### src/design/iobd_pkg.sv
// ----------------------------------------------------------------------------
// iobd_pkg
// Shared types and constants of the I/O bank decoder with beam counter.
// ----------------------------------------------------------------------------
package iobd_pkg;

   localparam logic [31:0] CIA_START    = 32'h00bf_e000;
   localparam logic [31:0] CIA_END      = 32'h00bf_f000;
   localparam logic [31:0] CUSTOM_START = 32'h00df_f000;
   localparam logic [31:0] CUSTOM_END   = 32'h00e0_0000;
   localparam logic [31:0] BEAM_ADDR    = 32'h00df_f006;
   localparam logic [31:0] BEAM_HI_ADDR = 32'h00df_f004;
   localparam logic [16:0] BEAM_STEP    = 17'h0_0101;

   localparam int CIA_DEPTH    = 4096;
   localparam int CUSTOM_DEPTH = 2048;
   localparam int CIA_AW       = $clog2(CIA_DEPTH);
   localparam int CUSTOM_AW    = $clog2(CUSTOM_DEPTH);

   localparam logic [CUSTOM_AW-1:0] BEAM_HI_INDEX = CUSTOM_AW'(2);
   localparam logic [CUSTOM_AW-1:0] BEAM_LO_INDEX = CUSTOM_AW'(3);
   localparam logic [CUSTOM_AW-1:0] LAST_INDEX    = CUSTOM_AW'(CUSTOM_DEPTH - 1);

   localparam int QUEUE_DEPTH_DEF = 2;

   localparam logic       OP_READ    = 1'b0;
   localparam logic       OP_WRITE   = 1'b1;
   localparam logic [1:0] SIZE_BYTE  = 2'd0;
   localparam logic [1:0] SIZE_SHORT = 2'd1;
   localparam logic [1:0] SIZE_LONG  = 2'd2;

   typedef enum logic [2:0] {
      KIND_BAD,
      KIND_CIA_RD,
      KIND_CIA_WR,
      KIND_CUS_RD,
      KIND_CUS_WR,
      KIND_CUS_LONG
   } kind_type;

   typedef enum logic [2:0] {
      ST_CLEAR = 3'b001,
      ST_ISSUE = 3'b010,
      ST_DATA  = 3'b100
   } back_state_type;

   typedef struct packed {
      kind_type              kind;
      logic [CIA_AW-1:0]     cia_index;
      logic [CUSTOM_AW-1:0]  word_index;
      logic                  second_ok;
      logic                  beam_step;
      logic [15:0]           wdata;
   } cmd_type;

endpackage

### src/design/iobd_queue.sv
// ----------------------------------------------------------------------------
// iobd_queue
// Small command FIFO between the decode front and the bank back end.
// ----------------------------------------------------------------------------
module iobd_queue #(
   parameter int DEPTH = iobd_pkg::QUEUE_DEPTH_DEF
) (
   input  logic               clock,
   input  logic               reset,
   input  logic               push,
   input  iobd_pkg::cmd_type  push_cmd,
   output logic               full,
   input  logic               pop,
   output iobd_pkg::cmd_type  pop_cmd,
   output logic               empty
);

   localparam int PTR_W = (DEPTH > 1) ? $clog2(DEPTH) : 1;
   localparam int CNT_W = $clog2(DEPTH + 1);

   iobd_pkg::cmd_type entry_ff [DEPTH];
   logic [PTR_W-1:0]  wr_ptr_ff, wr_ptr_in;
   logic [PTR_W-1:0]  rd_ptr_ff, rd_ptr_in;
   logic [CNT_W-1:0]  count_ff, count_in;

   function automatic logic [PTR_W-1:0] ptr_next(input logic [PTR_W-1:0] p);
      logic [PTR_W-1:0] n;
      n = (p == PTR_W'(DEPTH - 1)) ? '0 : p + PTR_W'(1);
      return n;
   endfunction

   assign full    = count_ff == CNT_W'(DEPTH);
   assign empty   = count_ff == '0;
   assign pop_cmd = entry_ff[rd_ptr_ff];

   always_comb begin
      wr_ptr_in = push ? ptr_next(wr_ptr_ff) : wr_ptr_ff;
      rd_ptr_in = pop ? ptr_next(rd_ptr_ff) : rd_ptr_ff;
      count_in  = count_ff;
      if (push && !pop) begin
         count_in = count_ff + CNT_W'(1);
      end else if (pop && !push) begin
         count_in = count_ff - CNT_W'(1);
      end
   end

   always_ff @(posedge clock) begin
      if (reset) begin
         wr_ptr_ff <= '0;
         rd_ptr_ff <= '0;
         count_ff  <= '0;
      end else begin
         wr_ptr_ff <= wr_ptr_in;
         rd_ptr_ff <= rd_ptr_in;
         count_ff  <= count_in;
      end
   end

   always_ff @(posedge clock) begin
      if (push) begin
         entry_ff[wr_ptr_ff] <= push_cmd;
      end
   end

endmodule

### config.mk
export PLATFORM = sky130hd
export DESIGN_NAME = iobd_queue
export DESIGN_NICKNAME = d
export VERILOG_FILES = /design/src/design/iobd_pkg.sv /design/src/design/iobd_queue.sv
export SDC_FILE = /design/constraint.sdc
export NUM_CORES = 1
export LEC_CHECK = 0
export BUFFER_PORTS_ARGS = -buffer_cell sky130_fd_sc_hd__clkbuf_2
export CAP_MARGIN = 30
export CELL_PAD_IN_SITES_DETAIL_PLACEMENT = 0
export CELL_PAD_IN_SITES_GLOBAL_PLACEMENT = 1
export CORE_MARGIN = 5
export CORE_UTILIZATION = 46
export CTS_BUF_LIST = sky130_fd_sc_hd__clkbuf_4 sky130_fd_sc_hd__clkbuf_8 sky130_fd_sc_hd__clkbuf_16
export DETAILED_ROUTE_END_ITERATION = 8
export PLACE_DENSITY = 0.93
export SLEW_MARGIN = 40
export SYNTH_ARGS = -nofsm -noshare
export SYNTH_HDL_FRONTEND = slang
export SYNTH_SLANG_ARGS = --single-unit
### constraint.sdc
create_clock -name clock -period 5.95 [get_ports clock]
set_clock_uncertainty 0.05 [all_clocks]
set_input_delay 0.595 -clock clock [delete_from_list [all_inputs] [get_ports clock]]
set_output_delay 0.595 -clock clock [all_outputs]
set_load 0.03 [all_outputs]
==> flow_summary_export.csv <==
group,metric,value,unit
global_route,grt_first_pass_wirelength,8550,µm
yosys,yosys.area.top_type,"edfxtp_1",
yosys,synth_nets,208,
yosys,syn_inst,159,
sta,tightest_slew,0.614,ns
yosys,synth_cell_types,16,
drt,vias_per_cell,4.67,
cells_and_area,nFillCells,596,
yosys,ys_warn_count,0,
placed_design,numPortBuffers,93,
floorplanning,die-width,95.7,µm
floorplanning,initial_core_util,46.9,%
cells_and_area,final_cells,363,
cells_and_area,n_antenna_cell,0,
setup_path,worstPathArrival,1.70,ns
global_route,grt_max_degree,45,
yosys,yosysSeqAreaShare,81.1,%
yosys,muxShareOfSynthArea,14.7,%
yosys,synth_xor_area_share,1.04,%
clock_network,cts.clk_slew.worst_paths,0.08,ns
setup_path,cp.required,5.31,ns
sta,setup_viol,0,
yosys,synth_top_family_by_area,"multiplexers",
clock_network,htreeDepth,3,
clock_network,post_cts_resized,0,
setup_path,criticalPathCategory,"flip-flop to output pin",
global_route,grt_pass1_vias,1829,
floorplanning,die_y,95.7,µm
pwr,powerDensity,331,nW/µm²
pwr,irDropWorstVdd,0.175,mV
drt,detail-route-antenna-nets,0,
sta,final_hold_viol_count,0,
setup_path,crit_path_end_kind,"output pin",
drt,drt-pass1-iter-count,4,
sta,maxSlewViolCount,0,
clock_network,insertion_delay,0.34,ns
sta,relSlewSlack,59.0,%
drt,wl_per_cell,15.4,µm
setup_path,critPathLaunchType,"flip-flop",
sta,timing.hold.ws,0.386,ns
sta,period_needed,2.34,ns
global_route,antenna_found_initial,0,
clock_network,clockBufferDepth,2,
floorplanning,dieArea,9160,µm²
sta,rsz0062_at_grt,"false",
global_route,track_usage,12.8,%
cells_and_area,drive_above_1_share,59.5,%
clock_network,tritoncts,"done",
run,drv_cap,0,
sta,fmax,427,MHz
yosys,synth_area,3380,µm²
floorplanning,rows,31,
clock_network,postCtsSetupRepairBufs,0,
placed_design,dp.cells,347,
yosys,ys_top_cells_by_area,"edfxtp_1, mux2_2, dfxtp_1, buf_4, nor2_1",
sta,finalSetupTns,0,ns
drt,drtIter0Drc,43,
cells_and_area,utilization,57.4,%
cells_and_area,area_growth,22.5,%
drt,vias,1694,
cells_and_area,final_cell_mix,"clkbuf_2, edfxtp_1, mux2_2, clkbuf_8, nor2_1",
min_path,hp-class,"primary input to flip-flop",
cells_and_area,final_nets,308,
floorplanning,design.core.area,7210,µm²
yosys,synth_compound_area_share,0.296,%
sta,timing.final.crit_share,39.4,%
yosys,syn_avg_cell_area,21.3,µm²
yosys,synth_top_cell_area_share,78.2,%
placed_design,dp_hpwl,3640,µm
floorplanning,pin_count,94,
clock_network,root_buffer,"clkbuf_8",
global_route,grt_overflow,0,
drt,wl,5580,µm
clock_network,clock_sinks,93,
setup_path,cp_max_fo,44,
yosys,synth-seq-cells,93,
drt,drc,0,
clock_network,hold_buffers,0,
pwr,p_leak,1.58,nW
yosys,synth-simple-area-share,1.37,%
placed_design,gp_congestion,0.613,
cells_and_area,final_common_cell,"clkbuf_2",
yosys,synthAdderAreaFrac,0.370,%
status,status,"complete, no violations",
clock_network,numCtsBuffers,9,
==> layout make-up <==
class	count	area (µm²)	share of cell area, %
flip-flops and latches	93	2750	66.3
multi-input cells	60	609	14.7
repair buffers	94	473	11.4
clock buffers	10	131	3.17
well taps	99	124	2.99
clock inverters	6	53.8	1.30
inverters	1	3.75	0.0906
==> flip-flops by register name (all words and copies together), names as in the netlist, named ones only <==
signal	flops
wr_ptr_ff	1
count_ff	2
rd_ptr_ff	1
entry_ff	88
==> cell usage after synthesis <==
cell type,n
mux2_2,44
buf_4,4
xor2_1,2
o21ai_0,1
and2_1,1
ha_1,1
inv_1,1
nor2b_1,1
and2b_2,1
or3_1,1
edfxtp_1,88
a21oi_1,1
buf_2,1
xnor2_1,2
nor2_1,5
dfxtp_1,5
==> metal layers <==
layer	part of all wire [%]	vias up	wire length, µm	GRT usage, %
li1	-	812	-	-
met1	41	823	2280	14.0
met2	52	53	2910	22.6
met3	5.7	6	320	2.97
met4	1.3	0	70	7.11
met5	0	-	0	0
==> power by group <==
group,switching (mW),internal [mW]
Combinational,0.125,0.0731
Clock,0.196,0.195
Sequential,0.0218,0.761
==> metrics by stage <==
step           setup WS [ns]  power, mW  instance area, µm²
6_report                3.61       1.37                4140
5_1_grt                 3.53       1.44                4140
4_1_cts                 3.56       1.39                4140
3_5_place_dp            3.95       1.00                3960
3_3_place_gp            3.61      0.996                3950
2_1_floorplan           2.89      0.935                3380
==> worst max-delay path: stages (launching register included) <==
cell      delay [ns]
dfxtp_4         0.72
mux2_2          0.42
clkbuf_2        0.19
==> logic make-up after synthesis <==
| logic type | after synthesis |
|---|---|
| muxes | 44 |
| adders and majority gates | 1 |
| DFF | 93 |
| xor gates and xnor gates | 4 |
| buffers and inverters | 6 |
| AOI/OAI and AO/OA | 2 |
| and+or+nand+nor | 9 |
==> final timing paths <==
path / start / endpoint / slack, ns / cells after the start
worst max-delay path: flip-flop / pop_cmd[24] / 3.61 / 2
worst min-delay path: push_cmd[26] / entry_ff[0][26]$_DFFE_PP_ / 0.39 / 1
worst min register to register: count_ff[1]$_SDFFE_PP0P_ / count_ff[1]$_SDFFE_PP0P_ / 0.46 / 2
worst max register to register: wr_ptr_ff$_SDFFE_PP0P_ / entry_ff[1][17]$_DFFE_PP_ / 4.53 / 1
Note: power is estimated with default switching activity, not from simulation.
