--- config.mk ---
export PLATFORM = sky130hd
export DESIGN_NAME = iobd_front
export DESIGN_NICKNAME = d
export VERILOG_FILES = /design/src/design/iobd_pkg.sv /design/src/design/iobd_front.sv
export SDC_FILE = /design/constraint.sdc
export NUM_CORES = 1
export LEC_CHECK = 0
export ABC_AREA = 1
export BUFFER_PORTS_ARGS = -buffer_cell sky130_fd_sc_hd__clkbuf_2
export CORE_MARGIN = 1
export CORE_UTILIZATION = 32
export DETAILED_ROUTE_END_ITERATION = 8
export PLACE_DENSITY = 0.95
export SYNTH_ARGS = -nofsm -noshare
export SYNTH_HDL_FRONTEND = slang
export SYNTH_SLANG_ARGS = --single-unit
--- constraint.sdc ---
create_clock -name vclk -period 1.8
set_input_delay 0.36 -clock vclk [all_inputs]
set_output_delay 0.36 -clock vclk [all_outputs]
set_load 0.1 [all_outputs]
--- src/design/iobd_pkg.sv ---
// ----------------------------------------------------------------------------
// iobd_pkg
// Shared types and constants of the I/O bank decoder with beam counter.
// ----------------------------------------------------------------------------
package iobd_pkg;

   localparam logic [31:0] CIA_START    = 32'h00bf_e000;
   localparam logic [31:0] CIA_END      = 32'h00bf_f000;
   localparam logic [31:0] CUSTOM_START = 32'h00df_f000;
   localparam logic [31:0] CUSTOM_END   = 32'h00e0_0000;
   localparam logic [31:0] BEAM_ADDR    = 32'h00df_f006;
   localparam logic [31:0] BEAM_HI_ADDR = 32'h00df_f004;
   localparam logic [16:0] BEAM_STEP    = 17'h0_0101;

   localparam int CIA_DEPTH    = 4096;
   localparam int CUSTOM_DEPTH = 2048;
   localparam int CIA_AW       = $clog2(CIA_DEPTH);
   localparam int CUSTOM_AW    = $clog2(CUSTOM_DEPTH);

   localparam logic [CUSTOM_AW-1:0] BEAM_HI_INDEX = CUSTOM_AW'(2);
   localparam logic [CUSTOM_AW-1:0] BEAM_LO_INDEX = CUSTOM_AW'(3);
   localparam logic [CUSTOM_AW-1:0] LAST_INDEX    = CUSTOM_AW'(CUSTOM_DEPTH - 1);

   localparam int QUEUE_DEPTH_DEF = 2;

   localparam logic       OP_READ    = 1'b0;
   localparam logic       OP_WRITE   = 1'b1;
   localparam logic [1:0] SIZE_BYTE  = 2'd0;
   localparam logic [1:0] SIZE_SHORT = 2'd1;
   localparam logic [1:0] SIZE_LONG  = 2'd2;

   typedef enum logic [2:0] {
      KIND_BAD,
      KIND_CIA_RD,
      KIND_CIA_WR,
      KIND_CUS_RD,
      KIND_CUS_WR,
      KIND_CUS_LONG
   } kind_type;

   typedef enum logic [2:0] {
      ST_CLEAR = 3'b001,
      ST_ISSUE = 3'b010,
      ST_DATA  = 3'b100
   } back_state_type;

   typedef struct packed {
      kind_type              kind;
      logic [CIA_AW-1:0]     cia_index;
      logic [CUSTOM_AW-1:0]  word_index;
      logic                  second_ok;
      logic                  beam_step;
      logic [15:0]           wdata;
   } cmd_type;

endpackage

--- src/design/iobd_front.sv ---
// ----------------------------------------------------------------------------
// iobd_front
// Accepts bus accesses and decodes them into bank commands for the queue.
// ----------------------------------------------------------------------------
module iobd_front (
   input  logic               req_tvalid,
   output logic               req_tready,
   input  logic [63:0]        req_tdata,   // address, write_data
   input  logic [2:0]         req_tuser,   // operation, size
   input  logic               q_full,
   input  logic               clearing,
   output logic               push,
   output iobd_pkg::cmd_type  push_cmd
);

   logic        op;
   logic [1:0]  size;
   logic [31:0] addr;
   logic [31:0] wdata;
   logic        in_cia;
   logic        in_cus;
   iobd_pkg::kind_type kind;

   assign op    = req_tuser[0];
   assign size  = req_tuser[2:1];
   assign addr  = req_tdata[31:0];
   assign wdata = req_tdata[63:32];

   assign in_cia = (addr >= iobd_pkg::CIA_START) && (addr < iobd_pkg::CIA_END);
   assign in_cus = (addr >= iobd_pkg::CUSTOM_START) && (addr < iobd_pkg::CUSTOM_END);

   always_comb begin
      kind = iobd_pkg::KIND_BAD;
      if (in_cia) begin
         if (size == iobd_pkg::SIZE_BYTE) begin
            kind = (op == iobd_pkg::OP_WRITE) ? iobd_pkg::KIND_CIA_WR : iobd_pkg::KIND_CIA_RD;
         end
      end else if (in_cus) begin
         if (size == iobd_pkg::SIZE_SHORT) begin
            kind = (op == iobd_pkg::OP_WRITE) ? iobd_pkg::KIND_CUS_WR : iobd_pkg::KIND_CUS_RD;
         end else if (size == iobd_pkg::SIZE_LONG && op == iobd_pkg::OP_READ) begin
            kind = iobd_pkg::KIND_CUS_LONG;
         end
      end
   end

   always_comb begin
      push_cmd.kind       = kind;
      push_cmd.cia_index  = addr[iobd_pkg::CIA_AW-1:0];
      push_cmd.word_index = addr[iobd_pkg::CUSTOM_AW:1];
      push_cmd.second_ok  = addr[iobd_pkg::CUSTOM_AW:1] != iobd_pkg::LAST_INDEX;
      push_cmd.beam_step  =
         (kind == iobd_pkg::KIND_CUS_RD && addr == iobd_pkg::BEAM_ADDR) ||
         (kind == iobd_pkg::KIND_CUS_LONG &&
          (addr == iobd_pkg::BEAM_ADDR || addr == iobd_pkg::BEAM_HI_ADDR));
      push_cmd.wdata      = wdata[15:0];
   end

   assign req_tready = !q_full && !clearing;
   assign push       = req_tvalid && req_tready;

endmodule

==> summary.md, run 1 <==
| Metric | Value |
|---|---|
| Sequential share of the synthesized area | 0% |
| Worst IR Drop VDD | between 0.2 and 0.3 mV |
| Chip width | just under 50 um |
| Failing checks | negative setup slack |
| Top-count cell post-synth | buf_4 |
| IO Port Bufs | between 60 and 70 |
| Setup violators final | 2 |
| Tcrit/Tclk final | 100.5% |
| Area contributors post-synth | buf_4, inv_1, nand3_1 |
| Number of remaining DRC errors | 0 |
| Vias per cell | around 4.3 |
| Top cell type's share of synthesized area | slightly above 40% |
| # hold bufs at CTS | 0 |
| Setup Fix Bufs, Post-CTS | 0 |
| CP Launch Type | input port |
| Worst EP required | 1.44 ns |
| Worst slew margin | 63.88% |
| YS warnings | 0 |
| Worst setup EP type | output pin |
| Die area | 2401 um^2 |
| Number of global-route vias before repair | 704 |
| Fraction of layout cells with a size suffix above 1 | about two thirds |
| Initial antenna violation count | 0 |
| CP Max Fanout | 3 |
| Largest net degree at the start of global routing | 6 |
| Unique masters post-synth | 16 |
| Hold depth | 0 |
| Vert. Die Dim | around 50 um |
| DRT Pass-1 Iters | 3 |
| Cell taking the most area after synthesis | buf_4 |
| Antenna diodes | 0 |
| Slew @ Worst Pin | approximately 0.54 ns |
| Reg area | 0 um^2 |
| RSZ-0062 raised after global routing | yes |
| Post-layout min period | about 1.8 ns |
| Slack of the critical path | -0.008629 ns |
| CP arrival | about 1.5 ns |
| Starting Density | a little over a third |
| Dpl hpwl | around 1500 um |
| Final Slew Violations | 0 |
| Iteration-0 DRC Markers | 5 |
| Vias | 805 |
| Mux cell area share after synthesis | 0% |
| XOR/XNOR share of the synthesized area | 0% |
| Dpl cells | 187 |
| Clock Buffer Count | 0 |
| I/O pin total | between 100 and 150 |
| WS Path Type | input port to output pin |
| Fmax | 552.9 MHz |
| Final Hold Fails | 0 |
| Seq_cells | 0 |
| # rows | 16 |
| Status | finished with violations |
| Post-DRT Antenna Nets | 0 |
| Pre-CTS WS | -0.02699 ns |
| Top cells by count, synth | buf_4, inv_1, nor2_1 |
| Netlist Area Pre-Place | just over 700 um^2 |
| Non-filler cells, final | 187 |
| Global-route wire length before repair | around 2500 um |
| Largest family of logic cells by synthesized area | buffers and inverters |
| Drt wl/cell | 8.267 um |
| Avg Synthesized Cell Area | 5.611 um^2 |
| Core box area | 2022 um^2 |
| Hold WC Path Type | input port to output pin |
| Routability cong. | a little over 0.7 |
| Net count, final | 232 |
| Adder-Cell Fraction of Synth Area | 0% |
| Simple-gate area share of the yosys netlist | 46.73% |
| GRT Total Usage | about an eighth |
| Final wirelength | about 1500 um |
| Area growth syn-to-layout | 44.60% |
| Compound-Gate Fraction of Synth Area | less than 1% |
| Max_cap viols | 0 |
| Leak Pwr | about 0.57 nW |
| Syn Nets | 196 |
| P per Cell Area | between 300 and 400 nW/um^2 |
| Grt total ovfl | 0 |
| Cells after Synth | 126 |
## final cells by class
cell class / instances / area, um^2
fillers: 225 / 999.7
inverters: 21 / 78.83
multi-input cells: 66 / 435.4
well taps: 27 / 33.78
repair buffers: 73 / 474.2
## path summary, 6_finish.rpt
kind,startpoint,endpoint
worst max-delay path,req_tdata[28],push_cmd[16]
worst min-delay path,req_tdata[39],push_cmd[7]
## layout by cell type, fill, tap and decap left out
master / netlist / routed
clkbuf_2: 0 / 61
inv_1: 19 / 16
nand2_2: 6 / 13
nand3_1: 13 / 11
nor2_4: 2 / 10
nor2_1: 16 / 9
nand2_1: 15 / 8
buf_12: 0 / 6
buf_4: 39 / 5
inv_2: 1 / 4
nor2_2: 5 / 4
nor3_1: 3 / 3
nand3_2: 0 / 2
nor4_1: 2 / 2
clkinv_1: 1 / 1
nor3_4: 1 / 1
nand4_1: 1 / 1
a21oi_2: 0 / 1
nor3b_4: 0 / 1
buf_6: 0 / 1
## repair_timing
action / CTS / global route
endpoints found under the setup margin: 2 / 3
gates resized for setup: 4 / 6
pin swaps: 2 / 4
## report_power, final
| part | total, mW | switching, mW | internal [mW] | leakage, nW |
|---|---|---|---|---|
| Combinational | 0.361 | 0.287 | 0.0740 | 0.573 |
| Sequential | 0 | 0 | 0 | 0 |
| Clock | 0 | 0 | 0 | 0 |
| Total | 0.361 | 0.287 | 0.0740 | 0.573 |
## cell families (layout without fill, tap and decap cells)
group                  after synthesis  after routing
and+or+nand+nor                     65             65
AOI/OAI and AO/OA                    1              1
buffers and inverters               60             94
## layer usage
| metal | part of all wire (%) | track usage, % |
|---|---|---|
| met1 | 36 | 12.80 |
| met2 | 54 | 26.85 |
| met3 | 9.0 | 1.246 |
| met4 | 0.26 | 0.9804 |
| met5 | 0 | 0 |
## critical path: stages
cell and delay (ns):
clkbuf_2 0.10, nor2_4 0.10, nand2_2 0.07, nor2_4 0.14, nand3_1 0.09, nor2_1 0.12
nand2_2 0.07, nand2_2 0.06, nand2_2 0.06, nor2_4 0.10, buf_12 0.18
## metrics by stage
| step | power [mW] | area [um^2] | hold slack (ns) | util (%) | TNS (ns) |
|---|---|---|---|---|---|
| 3_5_place_dp | 0.3579 | 988.4 | 0.7207 | 48.89 | -0.03945 |
| 5_1_grt | 0.3788 | 1022 | 0.7201 | 50.56 | -0.1965 |
| 3_3_place_gp | 0.3538 | 988.4 | 0.7207 | 48.89 | 0 |
| 2_1_floorplan | 0.4712 | 779.5 | 0.8298 | - | -0.5199 |
| 6_report | 0.3613 | 1022 | 0.7200 | 50.56 | -0.01111 |
| 4_1_cts | 0.3604 | 1003 | 0.7207 | 49.63 | 0 |
No activity file was read; power rests on OpenSTA's default activity.
==> inputs of run 2 (changes only) <==
--- a/config.mk
+++ b/config.mk
@@ -7,7 +7,7 @@
 export LEC_CHECK = 0
 export ABC_AREA = 1
 export BUFFER_PORTS_ARGS = -buffer_cell sky130_fd_sc_hd__clkbuf_2
-export CORE_MARGIN = 1
+export CORE_MARGIN = 2
 export CORE_UTILIZATION = 32
 export DETAILED_ROUTE_END_ITERATION = 8
 export PLACE_DENSITY = 0.95
==> summary.md, run 2 (synthesis results as in run 1) <==
| Metric | Value |
|---|---|
| P per Cell Area | 349.6 nW/um^2 (-1.1%) |
| Net count, final | 232 (unchanged) |
| Die area | 2601 um^2 (+8.3%) |
| Final wirelength | 1721 um (+11%) |
| CP top delay family | simple AND/OR/NAND/NOR gates |
| Dpl hpwl | 1564 um (+6.4%) |
| Clock Buffer Count | 0 (unchanged) |
| Drt wl/cell | 9.154 um (+11%) |
| CP arrival | 1.46 ns (about the same) |
| Setup violators final | 1 (-1) |
| Area growth syn-to-layout | 49.20% |
| Leak Pwr | 0.5881 nW (+2.6%) |
| Fraction of layout cells with a size suffix above 1 | 67.50% (-0.62 points) |
| Antenna diodes | 0 (unchanged) |
| Worst slew margin | 63.87% (about the same) |
| IO Port Bufs | 68 (unchanged) |
| Status | finished with violations |
| Final hold slack | 0.7200 ns (-0.000006000 ns) |
| Hold WC Path Type | input port to output pin |
| Highest-count cells in the layout ignoring fill and taps | clkbuf_2, inv_1, nand3_1, nor2_4, nand2_2 |
| Post-layout min period | 1.817 ns (+0.008228 ns) |
| Met1 Use GR | 10.56% (-2.2 points) |
| Final Hold Fails | 0 (unchanged) |
| Starting Density | 32.91% (-2.1 points) |
| Cell Chain, Critical Path | buf_6 -> inv_4 -> nand2_4 -> nor3_4 -> nand3_2 -> nor2_1 -> nand2_1 -> nand2_2 -> nand2_2 -> nor2_4 -> buf_12 |
| Worst path depth | 11 (unchanged) |
| Failing checks | negative setup slack |
| Initial antenna violation count | 0 (unchanged) |
| CP max-delay cell | nor3_4 |
| Max_cap viols | 0 (unchanged) |
| Critical Path Most Common Cell | nand2_2 |
| Non-filler cells, final | 188 (+0.53%) |
| Number of remaining DRC errors | 0 (unchanged) |
| Worst setup EP type | output pin |
| WS Path Type | input port to output pin |
| Iteration-0 DRC Markers | 8 (+3) |
| Vias per cell | 4.303 (about the same) |
| Tcrit/Tclk final | 100.9% (+0.46 points) |
| Dpl cells | 187 (unchanged) |
| Seq_cells | 0 (unchanged) |
| Vert. Die Dim | 51 um (+4.1%) |
| Fmax | 550.4 MHz (-0.45%) |
| Routability cong. | 0.6992 (-2.5%) |
| Worst EP required | 1.44 ns (about the same) |
| Hold depth | 0 (unchanged) |
| Grt peak-use layer | met2 |
| Vias | 809 (+0.50%) |
| Chip width | 51 um (+4.1%) |
| Met3 track demand over resource | 0% (-1.2 points) |
| CP bufs+invs | 3 (+1) |
| GRT Total Usage | 11.19% (-1.2 points) |
| CP Max Fanout | 2 (-1) |
| Slew @ Worst Pin | 0.5443 ns (+0.0001752 ns) |
| CP Launch Type | input port |
| # rows | 17 (+1) |
| DRT Pass-1 Iters | 4 (+1) |
| Global-route wire length before repair | 2359 um (-6.3%) |
| Met2 Use GR | 25.76% (-1.1 points) |
| I/O pin total | 116 (unchanged) |
| Slack of the critical path | -0.01686 ns (-0.008228 ns) |
| RSZ-0062 raised after global routing | yes |
| Number of global-route vias before repair | 647 (-8.1%) |
| Core box area | 2148 um^2 (+6.2%) |
| Worst IR Drop VDD | 0.2306 mV (-12%) |
| Grt total ovfl | 0 (unchanged) |
| Final Slew Violations | 0 (unchanged) |
| Reg area | 0 um^2 (unchanged) |
| Post-DRT Antenna Nets | 0 (unchanged) |
| Commonest non-fill, non-tap cell in the layout | clkbuf_2 |
| Largest stage delay on the critical path | 0.20 ns (+0.02 ns) |
| Largest net degree at the start of global routing | 6 (unchanged) |
## run 2: report_power, final
part,total (mW),internal (mW),switching [mW]
Clock,0,0,0
Sequential,0,0,0
Combinational,0.369,0.0772,0.292
## run 2: per-stage QoR
stage                     instance area, um^2  utilization (%)  setup TNS, ns  worst slack (ns)  power, mW
final                                    1055            49.10       -0.01686          -0.01686     0.3687
after global routing                     1055            49.10        -0.2275           -0.1058     0.3841
after CTS                               994.7            46.30       -0.01619          -0.01519     0.3588
after detailed placement                982.2            45.72       -0.04434          -0.02990     0.3569
after global placement                  982.2            45.72              0           0.01232     0.3520
after floorplan                         779.5                -        -0.5199           -0.5199     0.4712
## run 2: worst paths after layout
| kind | start | slack [ns] | to |
|---|---|---|---|
| max | req_tdata[21] | -0.02 | push_cmd[16] |
| min | req_tdata[39] | 0.72 | push_cmd[7] |
## run 2: cell type report
type,instances,area [um^2]
Inverter,21,81.33
Timing Repair Buffer,73,490.5
Tap cell,28,35.03
Fill cell,224,1094
Multi-Input combinational cell,66,447.9
## run 2: per-layer routing
layer / share of wire [%] / wire length, um
met5: 0 / 0
met4: 1.2 / 20
met3: 8.7 / 150
met2: 55 / 949
met1: 35 / 602
## run 2: timing repair
item                       CTS  global route
setup endpoints to repair    2             3
hold buffers                 0             0
resized for setup            3            14
pin swaps                    1             9
buffers inserted             0             1
==> inputs of run 3 (changes only) <==
--- a/config.mk
+++ b/config.mk
@@ -7,8 +7,10 @@
 export LEC_CHECK = 0
 export ABC_AREA = 1
 export BUFFER_PORTS_ARGS = -buffer_cell sky130_fd_sc_hd__clkbuf_2
+export CELL_PAD_IN_SITES_DETAIL_PLACEMENT = 1
+export CELL_PAD_IN_SITES_GLOBAL_PLACEMENT = 2
 export CORE_MARGIN = 2
-export CORE_UTILIZATION = 32
+export CORE_UTILIZATION = 11
 export DETAILED_ROUTE_END_ITERATION = 8
 export PLACE_DENSITY = 0.95
 export SYNTH_ARGS = -nofsm -noshare
==> summary.md, run 3 (synthesis results as in run 1) <==
| Metric | Value |
|---|---|
| Routability cong. | 0.6314 (-9.7%) |
| Chip width | 84.17 um (+65%) |
| Final Hold Fails | 0 (unchanged) |
| CP max-delay cell | buf_12 |
| Commonest non-fill, non-tap cell in the layout | clkbuf_2 |
| Post-route cell area | 1151 um^2 (+9.1%) |
| Largest stage delay on the critical path | 0.18 ns (-0.02 ns) |
| Slack of the critical path | -0.04905 ns (-0.03219 ns) |
| Dpl hpwl | 2093 um (+34%) |
| # hold bufs at CTS | 0 (unchanged) |
| Setup violators final | 2 (+1) |
| Clock Buffer Count | 0 (unchanged) |
| GRT Total Usage | 5.548% (-5.6 points) |
| Worst setup EP type | output pin |
| Iteration-0 DRC Markers | 1 (-7) |
| Sw frac | 78.92% (-0.15 points) |
| Area growth syn-to-layout | 62.83% |
| Initial antenna violation count | 0 (unchanged) |
| Pwr Total | 373.7 uW (+1.4%) |
| DRT Pass-1 Iters | 2 (-2) |
| Core box area | 6277 um^2 (+190%) |
| Clock group share of total power | 0% (unchanged) |
| Number of remaining DRC errors | 0 (unchanged) |
| Sequential power share | 0% (unchanged) |
| Fmax | 540.8 MHz (-1.7%) |
| RSZ-0062 raised after global routing | yes |
| Final Slew Violations | 0 (unchanged) |
| P per Cell Area | 324.6 nW/um^2 (-7.1%) |
| I/O pin total | 116 (unchanged) |
| WS Path Type | input port to output pin |
| Antenna diodes | 0 (unchanged) |
| Hold WC Path Type | input port to output pin |
| Vias per cell | 3.463 (-20%) |
| Cell Chain, Critical Path | clkbuf_2 -> nand2_4 -> inv_1 -> nand2_1 -> nor2_2 -> nand3_1 -> nor2_1 -> nand2_1 -> nand2_2 -> nand2_2 -> nor2_4 -> buf_12 |
| Tcrit/Tclk final | 102.7% (+1.8 points) |
| Seq_cells | 0 (unchanged) |
| Final wirelength | 2161 um (+26%) |
| Drt wl/cell | 8.930 um (-2.5%) |
| IO Port Bufs | 68 (unchanged) |
| Fraction of layout cells with a size suffix above 1 | 69.09% (+1.6 points) |
| Leak Pwr | 0.6211 nW (+5.6%) |
| CP Launch Type | input port |
| Final core occ | 18.34% (-31 points) |
| Highest-count cells in the layout ignoring fill and taps | clkbuf_2, inv_1, nor2_4, nand3_1, nand2_2 |
| Vias | 838 (+3.6%) |
| Pint | 78.79 uW (+2.1%) |
| Max_cap viols | 0 (unchanged) |
| Status | finished with violations |
| Post-layout min period | 1.849 ns (+0.03219 ns) |
| Post-DRT Antenna Nets | 0 (unchanged) |
| Die area | 7084 um^2 (+170%) |
| Net count, final | 237 (+2.2%) |
| Largest net degree at the start of global routing | 6 (unchanged) |
| Starting Density | 11.26% (-22 points) |
| NetSw | 294.9 uW (+1.2%) |
| Slew @ Worst Pin | 0.5458 ns (+0.001534 ns) |
| Grt total ovfl | 0 (unchanged) |
| Vert. Die Dim | 84.17 um (+65%) |
| CP Max Fanout | 2 (unchanged) |
| Reg area | 0 um^2 (unchanged) |
| Failing checks | negative setup slack |
| Global-route wire length before repair | 3374 um (+43%) |
| Post-DP Area | 1066 um^2 (+8.5%) |
| # rows | 29 (+12) |
| Worst slew margin | 63.77% (-0.10 points) |
| Worst IR Drop VDD | 0.1137 mV (-51%) |
| Worst EP required | 1.44 ns (about the same) |
| CP arrival | 1.49 ns (+0.03 ns) |
| Combinational power share | 100.0% (about the same) |
| Setup TNS | -0.06163 ns (-0.04477 ns) |
| Number of global-route vias before repair | 810 (+25%) |
==> run 3: path summary, 6_finish.rpt <==
check / cells after the start / startpoint / slack, ns / to
max: 12 / req_tdata[16] / -0.05 / push_cmd[16]
min: 0 / req_tdata[39] / 0.72 / push_cmd[7]
==> run 3: metrics by stage <==
step | instances | hold slack (ns) | setup WS (ns)
after floorplan | 126 | 0.8298 | -0.5199
after global placement | 239 | 0.7207 | -0.02910
final | 242 | 0.7200 | -0.04905
after global routing | 242 | 0.7201 | -0.1583
after detailed placement | 239 | 0.7207 | -0.06732
after CTS | 240 | 0.7207 | -0.03216
==> run 3: timing repair <==
action / CTS / global route
buffers inserted: 1 / 2
pin swaps: 4 / 7
endpoints found under the setup margin: 2 / 4
resized for setup: 10 / 6
==> run 3: critical path, delay by kind of cell <==
kind,cells,cell delay (ns)
simple gates,9,0.80
buf+inv,3,0.33
==> run 3: power groups by stage <==
stage	logic, mW	clock network, mW	registers [mW]
6_report	0.374	0	0
5_1_grt	0.391	0	0
4_1_cts	0.373	0	0
3_5_place_dp	0.365	0	0
3_3_place_gp	0.360	0	0
2_1_floorplan	0.471	0	0
==> run 3: cell type report <==
type / count / area [um^2]
well taps: 77 / 96.34
multi-input cells: 66 / 460.4
repair buffers: 78 / 515.5
inverters: 21 / 78.83
fillers: 791 / 5126
==> run 3: metal layers <==
| metal | vias to the layer above | share of wire [%] | global-route usage, % |
|---|---|---|---|
| met1 | 378 | 35 | 5.966 |
| met5 | - | 0 | 0 |
| met4 | 0 | 0 | 0.1466 |
| li1 | 422 | - | - |
| met3 | 0 | 7.8 | 0.09833 |
| met2 | 38 | 57 | 12.27 |
